**src/ksm_ram.sv**
```systemverilog
`timescale 1ns / 1ps
// Generic single-write, single-read RAM with registered read data.
// No dependencies.
module ksm_ram #(
  parameter int WIDTH = 8,
  parameter int DEPTH = 16
) (
  input  logic                                  clk,
  input  logic                                  we,
  input  logic [(DEPTH > 1 ? $clog2(DEPTH) : 1)-1:0] waddr,
  input  logic [WIDTH-1:0]                      wdata,
  input  logic                                  re,
  input  logic [(DEPTH > 1 ? $clog2(DEPTH) : 1)-1:0] raddr,
  output logic [WIDTH-1:0]                      rdata
);

  logic [WIDTH-1:0] mem_r [DEPTH];
  logic [WIDTH-1:0] rdata_r;

  always_ff @(posedge clk) begin
    if (we) begin
      mem_r[waddr] <= wdata;
    end
    if (re) begin
      rdata_r <= mem_r[raddr];
    end
  end

  assign rdata = rdata_r;

endmodule

```
**config.mk**
```make
export PLATFORM = sky130hd
export DESIGN_NAME = ksm_ram
export DESIGN_NICKNAME = d
export VERILOG_FILES = /design/src/ksm_ram.sv
export SDC_FILE = /design/constraint.sdc
export NUM_CORES = 1
export LEC_CHECK = 0
export BUFFER_PORTS_ARGS = -buffer_cell sky130_fd_sc_hd__buf_2
export CORE_MARGIN = 3
export CORE_UTILIZATION = 54
export CTS_CLUSTER_DIAMETER = 150
export DETAILED_ROUTE_END_ITERATION = 12
export PLACE_DENSITY = 0.86
export SYNTH_ARGS = -nofsm -noshare
export SYNTH_HDL_FRONTEND = slang
export SYNTH_SLANG_ARGS = --single-unit
```
**constraint.sdc**
```tcl
create_clock -name clk -period 1.5 [get_ports clk]
set_input_delay 0.075 -clock clk [delete_from_list [all_inputs] [get_ports clk]]
set_output_delay 0.075 -clock clk [all_outputs]
set_load 0.03 [all_outputs]
```
==> metrics.md <==
| Metric | Value |
|---|---|
| Hold Path Class | input pin to register |
| Fin Hold WS | 0.106 ns |
| Period utilisation layout | between 90% and 100% |
| Place WS | -0.128 ns |
| Setup_tns | 0 ns |
| Max transition margin | 67.2% |
| Layout cell share with drive strength beyond 1 | 35.2% |
| I/O Buffers | 26 |
| N_diodes | 0 |
| Power Density | between 1000 and 1500 nW/um^2 |
| DR vias/cell | 5.96 |
| Clock sinks | 136 |
| Met3 WL post-DR | between 800 and 900 microns |
| Maximum fanout along the worst path | 1 |
| Final core utilization | 67.7% |
| TritonCTS clock tree | yes |
| Status | completed |
| Total Routing Usage GR | 20.8% |
| Global-route wire length before repair | 16100 microns |
| Number of global-route vias before repair | 2771 |
| Clock slew at reported path FFs | 0.06 ns |
| Final instance area | 6320 sq um |
| Clk network pwr share | a little under half |
| Initial antenna violation count | 0 |
| CP Capture Type | register |
| Max Freq | 675 MHz |
| Clock latency on the worst-skew pair | between 0.5 and 0.6 ns |
| Root Buffer | clkbuf_8 |
| Routability Congestion | 0.795 |
| Vias post-DR | 2617 |
| Max Cap Viol | 0 |
| DR WL/cell | 24.2 microns |
| Area grow syn2layout | 20.8% |
| Total Power | about 8.7 mW |
| Peak VDD IR | 0.813 mV |
| Tmin final | 1.48 ns |
| WP data required | 1.76 ns |
| DRT iter0 DRCs | 231 |
| Setup repair bufs after CTS | 0 |
| Htree depth | 4 |
| Mapped Cells | 229 |
| Hold Fails Final Rpt | 0 |
| Switch share | approximately a fifth |
| Drt drc | 0 |
| Core area | 9330 sq um |
| Worst Tran Pin Value | 0.492 ns |
| Post-Layout Cell Count | approximately 440 |
| Inserted Clock Buffers | 17 |
| Reg area | 4080 sq um |
| Largest net degree at the start of global routing | 28 |
| Setup Skew | 0.00556 ns |
| Yosys warnings | 0 |
| Yosys cell types | 18 |
| Nets | 316 |
| RSZ-0062 raised after global routing | false |
| GR Overflow Total | 0 |
| Placed insts | about 400 |
| Post-DP Area | 5640 sq um |
| Die span in x | 104 microns |
| Total net switching power | around 1.9 mW |
| Met2 WL | around 5400 microns |
| Post-synthesis sequential area ratio | 78.1% |
| Top Metal Used | met4 |
| Total Wirelength | 10600 microns |
| Starting Density | 56.0% |
| Combinational cell fraction of total power | under 10% |
| Syn_area_per_cell | around 23 sq um |
| LEAKAGE | 2.14 nW |
| Critical Path AT | about 1.7 ns |
| Final WS setup | 0.0179 ns |
| Flop pwr share | a little under 50% |
| IO Pins | 27 |
| Critical Path Start Type | register |
| Multi-input gate area | 1080 sq um |
| Cell row count | 35 |
| HPWL after detailed placement | between 6000 and 7000 microns |
| Syn nets | 248 |
| Pre-antenna DRT Iters | 5 |
| Fill cells | 563 |
| Slew Viols, Final | 0 |
| # setup viols final | 0 |
| Mapped Area | about 5200 sq um |
| Pint | 6.85 mW |
| WS Path Type | register to register |
| Die area | between 10000 and 15000 sq um |
| Metal1 wirelength | roughly 4200 microns |
| Vert. Die Dim | 104 microns |
| Antenna Nets Post-Route | 0 |
| Register bit total from synthesis | 136 |
| Clock tree buffer depth | 2 |
power groups by stage:
| stage | clock network (mW) | logic [mW] | registers, mW |
|---|---|---|---|
| 2_1_floorplan | 0 | 0.216 | 4.42 |
| 3_3_place_gp | 0 | 0.415 | 4.38 |
| 3_5_place_dp | 0 | 0.432 | 4.39 |
| 4_1_cts | 3.98 | 0.460 | 4.31 |
| 5_1_grt | 4.13 | 0.494 | 4.32 |
| 6_report | 3.94 | 0.463 | 4.31 |
Yosys cell counts:
cell,count,share of area (%)
edfxtp_1,136,78
mux4_2,18,7.8
a22oi_1,16,2.3
mux4_1,14,7.0
nor2_1,13,0.93
nand2_1,9,0.65
nor3_1,4,0.38
buf_2,3,0.29
buf_6,3,0.65
clkdlybuf4s25_2,3,0.57
nand2b_1,2,0.24
nand3b_1,2,0.29
and2_1,1,0.12
and2b_1,1,0.14
buf_4,1,0.14
nand3_1,1,0.096
nor2b_1,1,0.12
or3b_2,1,0.17
cell usage in the layout, fill, tap and decap left out, drive strengths merged:
cell type / n
dlygate4sd3: 9
nor2b: 1
nand2b: 2
nand3b: 2
clkinv: 6
and2: 1
bufinv: 2
inv: 1
nand3: 1
mux4: 32
clkbuf: 18
a22oi: 16
clkinvlp: 5
nand2: 9
or3b: 1
nor2: 13
nor3: 4
buf: 50
edfxtp: 136
and2b: 1
worst paths after layout:
check,depth (start not counted),end,from,slack (ns)
worst max-delay path,3,rdata[0],mem_r[0][0],0.02
worst min register to register,3,rdata[2],mem_r[12][2],0.76
worst min-delay path,3,mem_r[0][6],waddr[1],0.11
worst max register to register,3,rdata[0],mem_r[0][0],0.02
final cells by class:
cell class / instances / area share (%)
flip-flops and latches: 136 / 64.7
multi-input cells: 83 / 17.0
repair buffers: 59 / 6.74
clock buffers: 18 / 6.62
well taps: 129 / 2.56
clock inverters: 14 / 2.40
cell families after synthesis:
kind of cell / after synthesis / share of synthesized area, %
muxes: 32 / 14.8
buffers and inverters: 10 / 1.65
and+or+nand+nor: 35 / 3.14
DFF: 136 / 78.1
AOI/OAI and AO/OA: 16 / 2.30
critical path, stage by stage, from the launching register on:
cell      delay [ns]
edfxtp_1        0.38
mux4_1          0.51
a22oi_1         0.23
nand2_1         0.09
per-layer routing:
metal | GRT usage, % | up-vias
met1 | 26.2 | 1343
met2 | 33.1 | 138
met3 | 6.39 | 17
li1 | - | 1119
met5 | 0 | -
met4 | 10.5 | 0
sequential cells by signal, summed over array words and instances, names as in the netlist:
signal  flops
mem_r     128
rdata       8
timing repair:
item | CTS | global route
hold endpoints to repair | 136 | 0
hold buffers | 9 | 0
gates resized for setup | 2 | 6
endpoints found under the setup margin | 2 | 4
pin swaps | 1 | 1
Power figures use the tool's default switching activity.
